## config.mk

```make
export PLATFORM = sky130hd
export DESIGN_NAME = text_record_length_converter_top_flat
export DESIGN_NICKNAME = d
export VERILOG_FILES = /design/src/rtl/core/trlc_pkg.sv /design/src/rtl/core/trlc_intf.sv /design/src/rtl/core/trlc_front.sv /design/src/rtl/core/trlc_queue.sv /design/src/rtl/core/trlc_back.sv /design/src/rtl/core/text_record_length_converter_top.sv /design/src/flat_wrapper.sv
export SDC_FILE = /design/constraint.sdc
export NUM_CORES = 1
export LEC_CHECK = 0
export ABC_AREA = 1
export ABC_CLOCK_PERIOD_IN_PS = 6920
export BUFFER_PORTS_ARGS = -buffer_cell sky130_fd_sc_hd__buf_2
export CAP_MARGIN = 0
export CORE_MARGIN = 4
export CORE_UTILIZATION = 45
export DETAILED_ROUTE_END_ITERATION = 8
export PLACE_DENSITY = 0.68
export SYNTH_ARGS = -nofsm -noshare
export SYNTH_HDL_FRONTEND = slang
export SYNTH_SLANG_ARGS = --single-unit
```

## constraint.sdc

```tcl
create_clock -name clk_i -period 6.92 [get_ports clk_i]
set_input_delay 0 -clock clk_i [delete_from_list [all_inputs] [get_ports clk_i]]
set_output_delay 0 -clock clk_i [all_outputs]
set_load 0.05 [all_outputs]
```

## src/rtl/core/trlc_pkg.sv

```systemverilog
// ----------------------------------------------------------------------------
// trlc_pkg
// Shared types and constants of the text record length converter.
// ----------------------------------------------------------------------------
package trlc_pkg;

  localparam int unsigned ColW     = 16;  // column counters
  localparam int unsigned RunW     = 15;  // space run and record length
  localparam int unsigned CharW    = 8;
  localparam int unsigned CountW   = 16;  // overflow counter
  localparam int unsigned FlagW    = 3;
  localparam int unsigned CfgIdxW  = 2;
  localparam int unsigned CfgDataW = 15;

  // mode flag bit positions
  localparam int unsigned FlagPad   = 0;
  localparam int unsigned FlagWrap  = 1;
  localparam int unsigned FlagCount = 2;

  localparam logic [CharW-1:0]  CharNl       = 8'd10;
  localparam logic [CharW-1:0]  CharSp       = 8'd32;
  localparam logic [RunW-1:0]   RecLenReset  = 15'd1024;
  localparam logic [FlagW-1:0]  ModeReset    = 3'd0;
  localparam logic [CountW-1:0] CountMax     = 16'hFFFF;

  // configuration register indexes
  localparam logic [CfgIdxW-1:0] RegRecordLength = 2'd0;
  localparam logic [CfgIdxW-1:0] RegModeFlags    = 2'd1;

  typedef enum logic {
    ActData = 1'b0,
    ActEnd  = 1'b1
  } action_e;

  // One queued command: a first result and an optional second one
  // (the second always carries a plain character with no space run).
  typedef struct packed {
    logic [RunW-1:0]   run;
    logic [CharW-1:0]  chr0;
    logic              present0;
    logic [CountW-1:0] total;
    logic              report;
    logic              two;
    logic [CharW-1:0]  chr1;
  } cmd_t;

  typedef struct packed {
    logic valid;
    cmd_t cmd;
  } push_t;

  typedef struct packed {
    logic valid;   // head entry present
    cmd_t cmd;     // head entry
  } head_t;

endpackage

```

## src/rtl/core/trlc_intf.sv

```systemverilog
// ----------------------------------------------------------------------------
// trlc interfaces
// Input, result and configuration channels of the record length converter.
// ----------------------------------------------------------------------------
interface trlc_in_if;
  logic                        valid;
  logic                        ready;
  logic                        action;
  logic [trlc_pkg::CharW-1:0]  in_byte;

  modport source (output valid, output action, output in_byte, input ready);
  modport sink   (input valid, input action, input in_byte, output ready);
endinterface

interface trlc_out_if;
  logic                        valid;
  logic                        ready;
  logic [trlc_pkg::RunW-1:0]   space_run;
  logic [trlc_pkg::CharW-1:0]  out_char;
  logic                        char_present;
  logic [trlc_pkg::CountW-1:0] overflow_total;
  logic                        report_valid;
  logic                        final_of_run;

  modport source (output valid, output space_run, output out_char, output char_present,
                  output overflow_total, output report_valid, output final_of_run,
                  input ready);
  modport sink   (input valid, input space_run, input out_char, input char_present,
                  input overflow_total, input report_valid, input final_of_run,
                  output ready);
endinterface

interface trlc_cfg_if;
  logic                          valid;
  logic                          ready;
  logic [trlc_pkg::CfgIdxW-1:0]  index;
  logic [trlc_pkg::CfgDataW-1:0] data;

  modport source (output valid, output index, output data, input ready);
  modport sink   (input valid, input index, input data, output ready);
endinterface

```

## src/rtl/core/trlc_front.sv

```systemverilog
// ----------------------------------------------------------------------------
// trlc_front
// Accepts items, holds the line state and config, and turns each item into
// at most one queued command.
// ----------------------------------------------------------------------------
module trlc_front (
  input  logic                clk_i,
  input  logic                rst_ni,
  trlc_in_if.sink             in_ch,
  trlc_cfg_if.sink            cfg_ch,
  input  logic                full_i,
  output trlc_pkg::push_t     push_o
);

  logic [trlc_pkg::RunW-1:0]   rec_len_q;
  logic [trlc_pkg::FlagW-1:0]  mode_q;
  logic [trlc_pkg::ColW-1:0]   emit_col_q, emit_col_d;
  logic [trlc_pkg::ColW-1:0]   in_col_q, in_col_d;
  logic [trlc_pkg::CountW-1:0] ovf_q, ovf_d;

  logic                        accept;
  logic [trlc_pkg::ColW-1:0]   rec_len_w;
  logic [trlc_pkg::ColW-1:0]   pad_run;
  logic [trlc_pkg::ColW-1:0]   gap_run;
  logic                        is_space;
  logic [trlc_pkg::CountW-1:0] ovf_inc;
  trlc_pkg::push_t             push;

  assign cfg_ch.ready = 1'b1;
  assign in_ch.ready  = !full_i;
  assign accept       = in_ch.valid && in_ch.ready;

  // configuration registers
  always_ff @(posedge clk_i or negedge rst_ni) begin
    if (!rst_ni) begin
      rec_len_q <= trlc_pkg::RecLenReset;
      mode_q    <= trlc_pkg::ModeReset;
    end else if (cfg_ch.valid) begin
      case (cfg_ch.index)
        trlc_pkg::RegRecordLength: rec_len_q <= cfg_ch.data;
        trlc_pkg::RegModeFlags:    mode_q    <= cfg_ch.data[trlc_pkg::FlagW-1:0];
        default: ;
      endcase
    end
  end

  // run lengths
  assign rec_len_w = {1'b0, rec_len_q};
  assign pad_run   = (emit_col_q < rec_len_w) ? (rec_len_w - emit_col_q) : '0;
  assign gap_run   = (emit_col_q < in_col_q) ? (in_col_q - emit_col_q) : '0;
  assign is_space  = (in_ch.in_byte == trlc_pkg::CharSp);
  assign ovf_inc   = (ovf_q != trlc_pkg::CountMax) ? (ovf_q + 1'b1) : ovf_q;

  // classify the item
  always_comb begin
    emit_col_d = emit_col_q;
    in_col_d   = in_col_q;
    ovf_d      = ovf_q;
    push       = '0;
    if (trlc_pkg::action_e'(in_ch.action) == trlc_pkg::ActEnd) begin
      push.valid      = mode_q[trlc_pkg::FlagCount] && (ovf_q != '0);
      push.cmd.total  = ovf_q;
      push.cmd.report = 1'b1;
      emit_col_d      = '0;
      in_col_d        = '0;
      ovf_d           = '0;
    end else if (in_ch.in_byte == trlc_pkg::CharNl) begin
      push.valid        = 1'b1;
      push.cmd.run      = mode_q[trlc_pkg::FlagPad] ? pad_run[trlc_pkg::RunW-1:0] : '0;
      push.cmd.chr0     = trlc_pkg::CharNl;
      push.cmd.present0 = 1'b1;
      emit_col_d        = '0;
      in_col_d          = '0;
    end else if (in_col_q < rec_len_w) begin
      if (!is_space) begin
        push.valid        = 1'b1;
        push.cmd.run      = gap_run[trlc_pkg::RunW-1:0];
        push.cmd.chr0     = in_ch.in_byte;
        push.cmd.present0 = 1'b1;
        emit_col_d        = in_col_q + 1'b1;
      end
      in_col_d = in_col_q + 1'b1;
    end else if (mode_q[trlc_pkg::FlagWrap]) begin
      // padded newline, then the byte opens a new line
      push.valid        = 1'b1;
      push.cmd.run      = pad_run[trlc_pkg::RunW-1:0];
      push.cmd.chr0     = trlc_pkg::CharNl;
      push.cmd.present0 = 1'b1;
      push.cmd.two      = !is_space;
      push.cmd.chr1     = in_ch.in_byte;
      emit_col_d        = is_space ? trlc_pkg::ColW'(0) : trlc_pkg::ColW'(1);
      in_col_d          = trlc_pkg::ColW'(1);
      ovf_d             = ovf_inc;
    end else begin
      ovf_d = ovf_inc;
    end
  end

  // line state
  always_ff @(posedge clk_i or negedge rst_ni) begin
    if (!rst_ni) begin
      emit_col_q <= '0;
      in_col_q   <= '0;
      ovf_q      <= '0;
    end else if (accept) begin
      emit_col_q <= emit_col_d;
      in_col_q   <= in_col_d;
      ovf_q      <= ovf_d;
    end
  end

  always_comb begin
    push_o       = push;
    push_o.valid = push.valid && accept;
  end

  // emitted columns never run ahead of consumed columns
  a_col_order: assert property (@(posedge clk_i) disable iff (!rst_ni)
    emit_col_q <= in_col_q)
    else $error("trlc_front: emitted column ahead of input column");

  // a saturated count only leaves its ceiling on end of stream
  a_ovf_sat: assert property (@(posedge clk_i) disable iff (!rst_ni)
    (ovf_q == trlc_pkg::CountMax) && !(accept && in_ch.action) |=>
      ovf_q == trlc_pkg::CountMax)
    else $error("trlc_front: overflow count left saturation");

endmodule

```

## src/rtl/core/trlc_queue.sv

```systemverilog
// ----------------------------------------------------------------------------
// trlc_queue
// Short shifting command queue between the front and back parts; the head
// always sits in entry zero.
// ----------------------------------------------------------------------------
module trlc_queue #(
  parameter int unsigned Depth = 4
) (
  input  logic            clk_i,
  input  logic            rst_ni,
  input  trlc_pkg::push_t push_i,
  input  logic            pop_i,
  output logic            full_o,
  output trlc_pkg::head_t head_o
);

  localparam int unsigned CntW = $clog2(Depth + 1);

  trlc_pkg::cmd_t  ent_q [Depth];
  trlc_pkg::cmd_t  ent_d [Depth];
  logic [CntW-1:0] cnt_q, cnt_d;
  logic            do_pop;

  assign full_o       = (cnt_q == CntW'(Depth));
  assign head_o.valid = (cnt_q != '0);
  assign head_o.cmd   = ent_q[0];
  assign do_pop       = pop_i && head_o.valid;

  // entries shift down on a pop; a push lands behind the last live entry
  always_comb begin
    for (int i = 0; i < Depth; i++) begin
      if (do_pop) begin
        if (push_i.valid && (CntW'(i) == cnt_q - 1'b1)) begin
          ent_d[i] = push_i.cmd;
        end else if (i < Depth - 1) begin
          ent_d[i] = ent_q[(i < Depth - 1) ? i + 1 : i];
        end else begin
          ent_d[i] = ent_q[i];
        end
      end else if (push_i.valid && (CntW'(i) == cnt_q)) begin
        ent_d[i] = push_i.cmd;
      end else begin
        ent_d[i] = ent_q[i];
      end
    end
    cnt_d = cnt_q + CntW'(push_i.valid) - CntW'(do_pop);
  end

  always_ff @(posedge clk_i) begin
    for (int i = 0; i < Depth; i++) begin
      ent_q[i] <= ent_d[i];
    end
  end

  always_ff @(posedge clk_i or negedge rst_ni) begin
    if (!rst_ni) begin
      cnt_q <= '0;
    end else begin
      cnt_q <= cnt_d;
    end
  end

  a_no_overrun: assert property (@(posedge clk_i) disable iff (!rst_ni)
    !(push_i.valid && full_o))
    else $error("trlc_queue: push into full queue");

  a_cnt_bound: assert property (@(posedge clk_i) disable iff (!rst_ni)
    cnt_q <= CntW'(Depth))
    else $error("trlc_queue: count beyond depth");

endmodule

```

## src/rtl/core/trlc_back.sv

```systemverilog
// ----------------------------------------------------------------------------
// trlc_back
// Unpacks queued commands into result transfers through an output register.
// ----------------------------------------------------------------------------
module trlc_back (
  input  logic            clk_i,
  input  logic            rst_ni,
  input  trlc_pkg::head_t head_i,
  output logic            pop_o,
  trlc_out_if.source      out_ch
);

  logic                        out_valid_q;
  logic                        second_q;    // next result is the second one
  logic [trlc_pkg::RunW-1:0]   run_q;
  logic [trlc_pkg::CharW-1:0]  chr_q;
  logic                        present_q;
  logic [trlc_pkg::CountW-1:0] total_q;
  logic                        report_q;
  logic                        final_q;
  logic                        load;

  assign load  = !out_valid_q || out_ch.ready;
  assign pop_o = load && head_i.valid && (second_q || !head_i.cmd.two);

  // control
  always_ff @(posedge clk_i or negedge rst_ni) begin
    if (!rst_ni) begin
      out_valid_q <= 1'b0;
      second_q    <= 1'b0;
    end else if (load) begin
      out_valid_q <= head_i.valid;
      if (head_i.valid) begin
        second_q <= !second_q && head_i.cmd.two;
      end
    end
  end

  // result payload
  always_ff @(posedge clk_i) begin
    if (load && head_i.valid) begin
      if (second_q) begin
        run_q     <= '0;
        chr_q     <= head_i.cmd.chr1;
        present_q <= 1'b1;
        total_q   <= '0;
        report_q  <= 1'b0;
        final_q   <= 1'b1;
      end else begin
        run_q     <= head_i.cmd.run;
        chr_q     <= head_i.cmd.chr0;
        present_q <= head_i.cmd.present0;
        total_q   <= head_i.cmd.total;
        report_q  <= head_i.cmd.report;
        final_q   <= !head_i.cmd.two;
      end
    end
  end

  assign out_ch.valid          = out_valid_q;
  assign out_ch.space_run      = run_q;
  assign out_ch.out_char       = chr_q;
  assign out_ch.char_present   = present_q;
  assign out_ch.overflow_total = total_q;
  assign out_ch.report_valid   = report_q;
  assign out_ch.final_of_run   = final_q;

  // the second half of a command keeps its entry at the head
  a_second_held: assert property (@(posedge clk_i) disable iff (!rst_ni)
    second_q |-> head_i.valid && head_i.cmd.two)
    else $error("trlc_back: second result without its command");

endmodule

```

## src/rtl/core/text_record_length_converter_top.sv

```systemverilog
// ----------------------------------------------------------------------------
// text_record_length_converter_top
// Reshapes a byte stream of text lines to a record length. One item is taken
// per cycle while the command queue is not full; a front part updates the
// column state and queues a command, a back part plays the commands out as
// result transfers through an output register. A wrapped non-space byte
// gives two results, items with no result (held spaces, dropped bytes) none,
// all others one. The QueueDepth-entry command queue absorbs those bursts
// and output stalls. The user writes configuration through the cfg channel
// while the block is idle; the block itself does not enforce this.
// ----------------------------------------------------------------------------
module text_record_length_converter_top #(
  parameter int unsigned QueueDepth = 4
) (
  input  logic        clk_i,
  input  logic        rst_ni,
  trlc_in_if.sink     in_ch,
  trlc_cfg_if.sink    cfg_ch,
  trlc_out_if.source  out_ch
);

  trlc_pkg::push_t push;
  trlc_pkg::head_t head;
  logic            full;
  logic            pop;

  trlc_front u_front (
    .clk_i  (clk_i),
    .rst_ni (rst_ni),
    .in_ch  (in_ch),
    .cfg_ch (cfg_ch),
    .full_i (full),
    .push_o (push)
  );

  trlc_queue #(
    .Depth (QueueDepth)
  ) u_queue (
    .clk_i  (clk_i),
    .rst_ni (rst_ni),
    .push_i (push),
    .pop_i  (pop),
    .full_o (full),
    .head_o (head)
  );

  trlc_back u_back (
    .clk_i  (clk_i),
    .rst_ni (rst_ni),
    .head_i (head),
    .pop_o  (pop),
    .out_ch (out_ch)
  );

endmodule

```

## src/flat_wrapper.sv

```systemverilog
// flat-port wrapper written by rule: the top's interface ports become plain ports
module text_record_length_converter_top_flat 
#(
  parameter int unsigned QueueDepth = 4
)
  (clk_i, rst_ni, in_ch_valid, in_ch_action, in_ch_in_byte, in_ch_ready, cfg_ch_valid, cfg_ch_index, cfg_ch_data, cfg_ch_ready, out_ch_valid, out_ch_space_run, out_ch_out_char, out_ch_char_present, out_ch_overflow_total, out_ch_report_valid, out_ch_final_of_run, out_ch_ready);
  trlc_in_if in_ch_i ();
  trlc_cfg_if cfg_ch_i ();
  trlc_out_if out_ch_i ();
  input  logic clk_i;
  input  logic rst_ni;
  input wire logic [$bits(in_ch_i.valid)-1:0] in_ch_valid;
  input wire logic [$bits(in_ch_i.action)-1:0] in_ch_action;
  input wire logic [$bits(in_ch_i.in_byte)-1:0] in_ch_in_byte;
  output wire logic [$bits(in_ch_i.ready)-1:0] in_ch_ready;
  input wire logic [$bits(cfg_ch_i.valid)-1:0] cfg_ch_valid;
  input wire logic [$bits(cfg_ch_i.index)-1:0] cfg_ch_index;
  input wire logic [$bits(cfg_ch_i.data)-1:0] cfg_ch_data;
  output wire logic [$bits(cfg_ch_i.ready)-1:0] cfg_ch_ready;
  output wire logic [$bits(out_ch_i.valid)-1:0] out_ch_valid;
  output wire logic [$bits(out_ch_i.space_run)-1:0] out_ch_space_run;
  output wire logic [$bits(out_ch_i.out_char)-1:0] out_ch_out_char;
  output wire logic [$bits(out_ch_i.char_present)-1:0] out_ch_char_present;
  output wire logic [$bits(out_ch_i.overflow_total)-1:0] out_ch_overflow_total;
  output wire logic [$bits(out_ch_i.report_valid)-1:0] out_ch_report_valid;
  output wire logic [$bits(out_ch_i.final_of_run)-1:0] out_ch_final_of_run;
  input wire logic [$bits(out_ch_i.ready)-1:0] out_ch_ready;
  assign in_ch_i.valid = in_ch_valid;
  assign in_ch_i.action = in_ch_action;
  assign in_ch_i.in_byte = in_ch_in_byte;
  assign in_ch_ready = in_ch_i.ready;
  assign cfg_ch_i.valid = cfg_ch_valid;
  assign cfg_ch_i.index = cfg_ch_index;
  assign cfg_ch_i.data = cfg_ch_data;
  assign cfg_ch_ready = cfg_ch_i.ready;
  assign out_ch_valid = out_ch_i.valid;
  assign out_ch_space_run = out_ch_i.space_run;
  assign out_ch_out_char = out_ch_i.out_char;
  assign out_ch_char_present = out_ch_i.char_present;
  assign out_ch_overflow_total = out_ch_i.overflow_total;
  assign out_ch_report_valid = out_ch_i.report_valid;
  assign out_ch_final_of_run = out_ch_i.final_of_run;
  assign out_ch_i.ready = out_ch_ready;
  text_record_length_converter_top #(.QueueDepth(QueueDepth)) u_core (.clk_i(clk_i), .rst_ni(rst_ni), .in_ch(in_ch_i), .cfg_ch(cfg_ch_i), .out_ch(out_ch_i));
endmodule
```

=== Word-level counts from Yosys, hierarchy flattened ===
Memories as Yosys holds them, arrays and structs flattened.
Cells that the tools add are included.

* Memory bits (read-only): 0
* Input bits: 31
* RAM bits: 200
* Latch bits: 0
* Register bits after elaboration: 113
* Output and inout bits: 45
* Word-level logic and storage cells: 115
* Memories kept: 1

{| class="wikitable"
|+ Memories
! memory !! words !! width !! rd ports !! clocked after memory_dff !! wr ports !! RTL line !! RTL
|-
| u_core.u_queue.ent_q || 4 || 50 || 4 || 0 || 4 || trlc_queue.sv:19 || <nowiki>trlc_pkg::cmd_t ent_q [Depth];</nowiki>
|}

* Shift-type cells: 0
* Add/sub/neg operators: 7
* $mul: 0
* Order comparisons: 3
* Reduce and logical (&&, ||, !) cells: 35
* Divide/modulo/power cells: 0
* Bitwise gates (word level): 0
* Equal/unequal tests: 14
* Muxes and demuxes: 41

{| class="wikitable"
|+ Operators with widths
! cell !! number
|-
| $mux W50 || 12
|-
| $mux W16 || 13
|-
| $mux W25 || 4
|-
| $mux W15 || 3
|-
| $mux W9 || 4
|-
| $add A16 B1 Y16 const B || 2
|-
| $lt A16 B15 Y1 || 2
|-
| $sub A15 B15 Y15 || 2
|-
| $mux W24 || 1
|-
| $mux W17 || 1
|-
| $lt A16 B16 Y1 || 1
|-
| $ne A16 B16 Y1 const B || 1
|-
| $reduce_bool A16 Y1 || 1
|-
| $logic_and A1 B1 Y1 || 15
|-
| $eq A2 B3 Y1 const A || 4
|-
| $eq A8 B4 Y1 const B || 1
|-
| $eq A8 B6 Y1 const B || 1
|-
| $mux W8 || 1
|-
| $reduce_and A2 Y1 || 4
|-
| $eq A1 B3 Y1 const A || 2
|-
| $logic_not A3 Y1 || 2
|-
| $logic_not A1 Y1 || 5
|-
| $ne A2 B2 Y1 const B || 2
|-
| $ne A4 B4 Y1 const B || 1
|-
| other kinds (13) || 15
|}

=== Longest topological paths before layout ===
* Word-level depth: 10
* Mapped depth: 19
* Gate-level depth less buffers: 19

=== Hierarchy ===
Synthesis repeated with hierarchy kept, for this count alone.

* Cells, all modules: 1972
* Area total of the unflattened synthesis: 17291.6 um^2

{| class="wikitable"
|+ By module, submodules not included
! module !! sequential area each (um^2) !! area an instance (um^2) !! cells an instance !! times used
|-
| trlc_queue || 6080.8 || 8648.3 || 747 || 1
|-
| trlc_front || 1652.8 || 6874.1 || 1074 || 1
|-
| trlc_back || 1311.3 || 1769.2 || 151 || 1
|}

=== Least setup slack after synthesis ===
No wires, ideal clock.

* Path type: flip-flop to flip-flop
* From: register u_core.u_front.rec_len_q[10] (netlist name)
* To: memory u_core.u_queue.ent_q[0][0] in the netlist's numbering, enable pin
* Slack: 1288 ps
* Arrival time: 5105 ps
* Stages on the path, launching flop included: 10
* Required time: 6393 ps
* Path buffers: 0
* Cell sequence: dfstp_2 -> inv_1 -> ha_1 -> nand2_1 -> o21ai_0 -> a21oi_2 -> nand2_2 -> nand2_2 -> nand4_4 -> o21ai_0

{| class="wikitable"
|+ RTL lines
! what !! RTL line
|-
| to (decl) || trlc_queue.sv:19
|}

==> results_dict.tcl <==
set metrics [dict create \
    synthCells 1947 \
    drive_gt1_share_pct 8.354 \
    gp_congestion 0.9636 \
    worstPathRequired_ns 7.06 \
    rsz0062_at_grt "false" \
    slowest_stage "nor2_4" \
    irDropWorstVdd_mv 0.2457 \
    clock_latency_ns 0.55 \
    skew_ns 0.01689 \
    pwr-share-comb_pct 34.3 \
    synth_top_area_share_pct 42.99 \
    antennaDiodeCount 0 \
    crit_path_cell_trace "inv_1 -> ha_1 -> nand2_1 -> o21ai_0 -> a21oi_2 -> nand2_2 -> nand2_2 -> nand4_4 -> inv_2 -> nand2_2 -> nor2_4" \
    finalCritPeriodShare_pct 61.98 \
    tns_ns 0 \
    io_pins 76 \
    cts_root_buf "clkbuf_16" \
    path_common_cell "nand2_2" \
    numCtsBuffers 35 \
    synth_most_common_cell "nand2_1" \
    cts_resized 0 \
    dr_total_vias 12605 \
    cts.sinks 313 \
    synth-edff-count 242 \
    gr-total-overflow 0 \
    met2_usage_pct 27.42 \
    synth_area_leaders "edfxtp_1, nand2_1, dfrtp_1" \
    slew_headroom_pct 17.03 \
    syn_to_final_growth_pct 12.55 \
    die_area_um2 40730 \
    grt_util_met3_pct 2.583 \
    slew_violations 0 \
    wirelength_um 36920 \
    final_area_um2 19030 \
    crit_path_start_kind "flop" \
    cts_tree "done" \
    rows 70 \
    setup_viol 0 \
    p_clk_share_pct 24.9 \
    ys_async_sr_fraction_pct 22.68 \
    grt.total_usage_pct 18.14 \
    yosys.area.top_type "edfxtp_1" \
    cts_setup_buffers 0 \
    dieWidth_um 201.8 \
    drc 0 \
    crit_family "simple AND/OR/NAND/NOR gates" \
    grt_pass1_vias 11843 \
    synth_flop_cell "edfxtp_1" \
    arrival_ns 4.43 \
    io_buffers 74 \
    antenna_found_initial 0 \
    crit_type "flop to flop" \
    initial_utilization_pct 45.85 \
    syn_nets 2059 \
    internal_power_mw 4.906 \
    worst-path-buf-inv 2 \
    yosysWarnings 0 \
    synth_seq_cells 313 \
    yosysSeqAreaShare_pct 53.50 \
    yosysUniqueCellTypes 46 \
    pwr-share-seq_pct 40.8 \
    p_leak_nw 8.874 \
    powerDensity_nw_per_um2 409.9 \
    drtIter0Drc 962 \
    switching_power_mw 2.892 \
    vias_per_cell 4.965 \
    htree_levels 2 \
    synth_common_cells "nand2_1, edfxtp_1, inv_1" \
    clkTransAtPathRegs_ns 0.06 \
    swShare_pct 37.09 \
    fin_nets 2121 \
    outcome "complete, no violations" \
    place_area_um2 17610 \
    wire_per_inst_um 14.54 \
    synth.avg_cell_area_um2 8.683 \
    grt_max_degree 104 \
    synth.cell_area_um2 16900 \
    hp-class "input pin to flop" \
    first_pass_iters 6 \
    dp_hpwl_um 27350 \
    grt_pass1_wl_um 61040 \
    hold_viol_final 0 \
    total_power_mw 7.799 \
    cp_max_fo 51 \
    slowest_delay_ns 1.16 \
    cts_buffer_depth 3 \
    met1_usage_pct 26.85 \
    worst_pin_slew_ns 1.242 \
    ant_nets 0 \
    die_h_um 201.8 \
    hold_buffers 21 \
    max_freq_mhz 233.1 \
    coreArea_um2 36870 \
    drv.max_cap_violation_count 0 \
    finalCriticalPeriod_ns 4.289 \
    timing.critical_path.to_type "flop" \
    busiest_layer "met2" \
]
-- power groups by stage --
stage | combinational [mW] | clock [mW] | sequential, mW
global placement | 2.63 | 0 | 3.20
finish | 2.68 | 1.94 | 3.18
floorplan | 1.69 | 0 | 3.61
detailed placement | 2.67 | 0 | 3.22
global route | 3.00 | 2.07 | 3.24
CTS | 2.69 | 1.99 | 3.19
-- stage by stage --
| step | util (%) | std cells | setup slack, ns | hold WS (ns) |
|---|---|---|---|---|
| 2_1_floorplan | - | 1947 | 1.288 | -0.2956 |
| 3_3_place_gp | 47.75 | 2455 | 2.675 | 0.2230 |
| 3_5_place_dp | 47.75 | 2455 | 2.676 | 0.2261 |
| 4_1_cts | 51.60 | 2539 | 2.645 | 0.03083 |
| 5_1_grt | 51.60 | 2539 | 2.245 | 0.05489 |
| 6_report | 51.60 | 2539 | 2.631 | 0.07569 |
-- worst register-to-register path: stages (launching register included) --
cell and delay [ns]:
dfstp_2 0.53, inv_1 0.07, ha_1 0.29, nand2_1 0.08
o21ai_0 0.12, a21oi_2 0.32, nand2_2 0.25, nand2_2 0.15
nand4_4 0.22, inv_2 0.17, nand2_2 0.50, nor2_4 1.17
-- metal layers --
layer / part of all wire, % / wire length (um)
met1: 49 / 18200
met2: 43 / 15740
met3: 5.3 / 1950
met4: 2.8 / 1037
met5: 0 / 0
-- cells by family (layout without fill, tap and decap cells) --
kind of cell / count (synthesis) / count (layout) / synth area share, %
buffers and inverters: 304 / 392 / 7.387
other: 1 / 1 / 0.02218
flip-flops: 313 / 313 / 53.50
AND/OR/NAND/NOR: 1058 / 1058 / 26.16
AO/OA/AOI/OAI: 161 / 161 / 5.299
adder cells (fa/ha/maj): 81 / 81 / 6.128
XOR/XNOR: 29 / 29 / 1.503
-- area by class of cell --
cell class	count	area, um2
multi-input combinational	1330	6658
inverter	229	862.1
timing repair buffer	100	620.6
clock inverter	17	252.7
fill	3373	17850
sequential	313	9045
tap	504	630.6
clock buffer	46	957.2
-- path summary, 6_finish.rpt --
kind / to / cells after the start / slack, ns / startpoint
max in group asynchronous: u_core.u_front.emit_col_q[10] / 2 / 6.11 / rst_ni
setup / recovery: u_core.u_queue.ent_q[3][36] / 11 / 2.63 / u_core.u_front.rec_len_q[10]
setup reg to reg: u_core.u_queue.ent_q[3][36] / 11 / 2.63 / u_core.u_front.rec_len_q[10]
hold reg to reg: u_core.u_front.mode_q[0] / 2 / 0.50 / u_core.u_front.mode_q[0]
min in group asynchronous: u_core.u_front.ovf_q[4] / 2 / 0.17 / rst_ni
hold / removal: u_core.u_queue.ent_q[3][0] / 3 / 0.08 / in_ch_in_byte[0]
-- state kept, by name (all words and copies together), names as in the netlist, 3 cells and up --
register / count
u_core.u_queue.cnt_q: 3
u_core.u_back.out_ch.out_char: 8
u_core.u_front.mode_q: 3
u_core.u_queue.ent_q: 200
u_core.u_front.ovf_q: 16
u_core.u_front.in_col_q: 16
u_core.u_back.out_ch.space_run: 15
u_core.u_front.emit_col_q: 16
u_core.u_back.out_ch.overflow_total: 16
u_core.u_front.rec_len_q: 15
-- cells in the final DEF, fill, tap and decap left out, drive strengths merged, types with 3 or more instances in the layout --
cell and instances:
xor2 20, nor3 14, a21boi 5, dlygate4sd3 21, nor4 5, clkbuf 46, xnor2 9, and2 4
a31oi 4, buf 79, nand2 644, fa 3, nand4 22, a21oi 66, o21ai 73, nor2 154
inv 229, ha 78, nand3 202, nand3b 8, edfxtp 242, o21a 3, dfrtp 70, clkinv 10
bufinv 6
No activity file was read; power rests on OpenSTA's default activity.
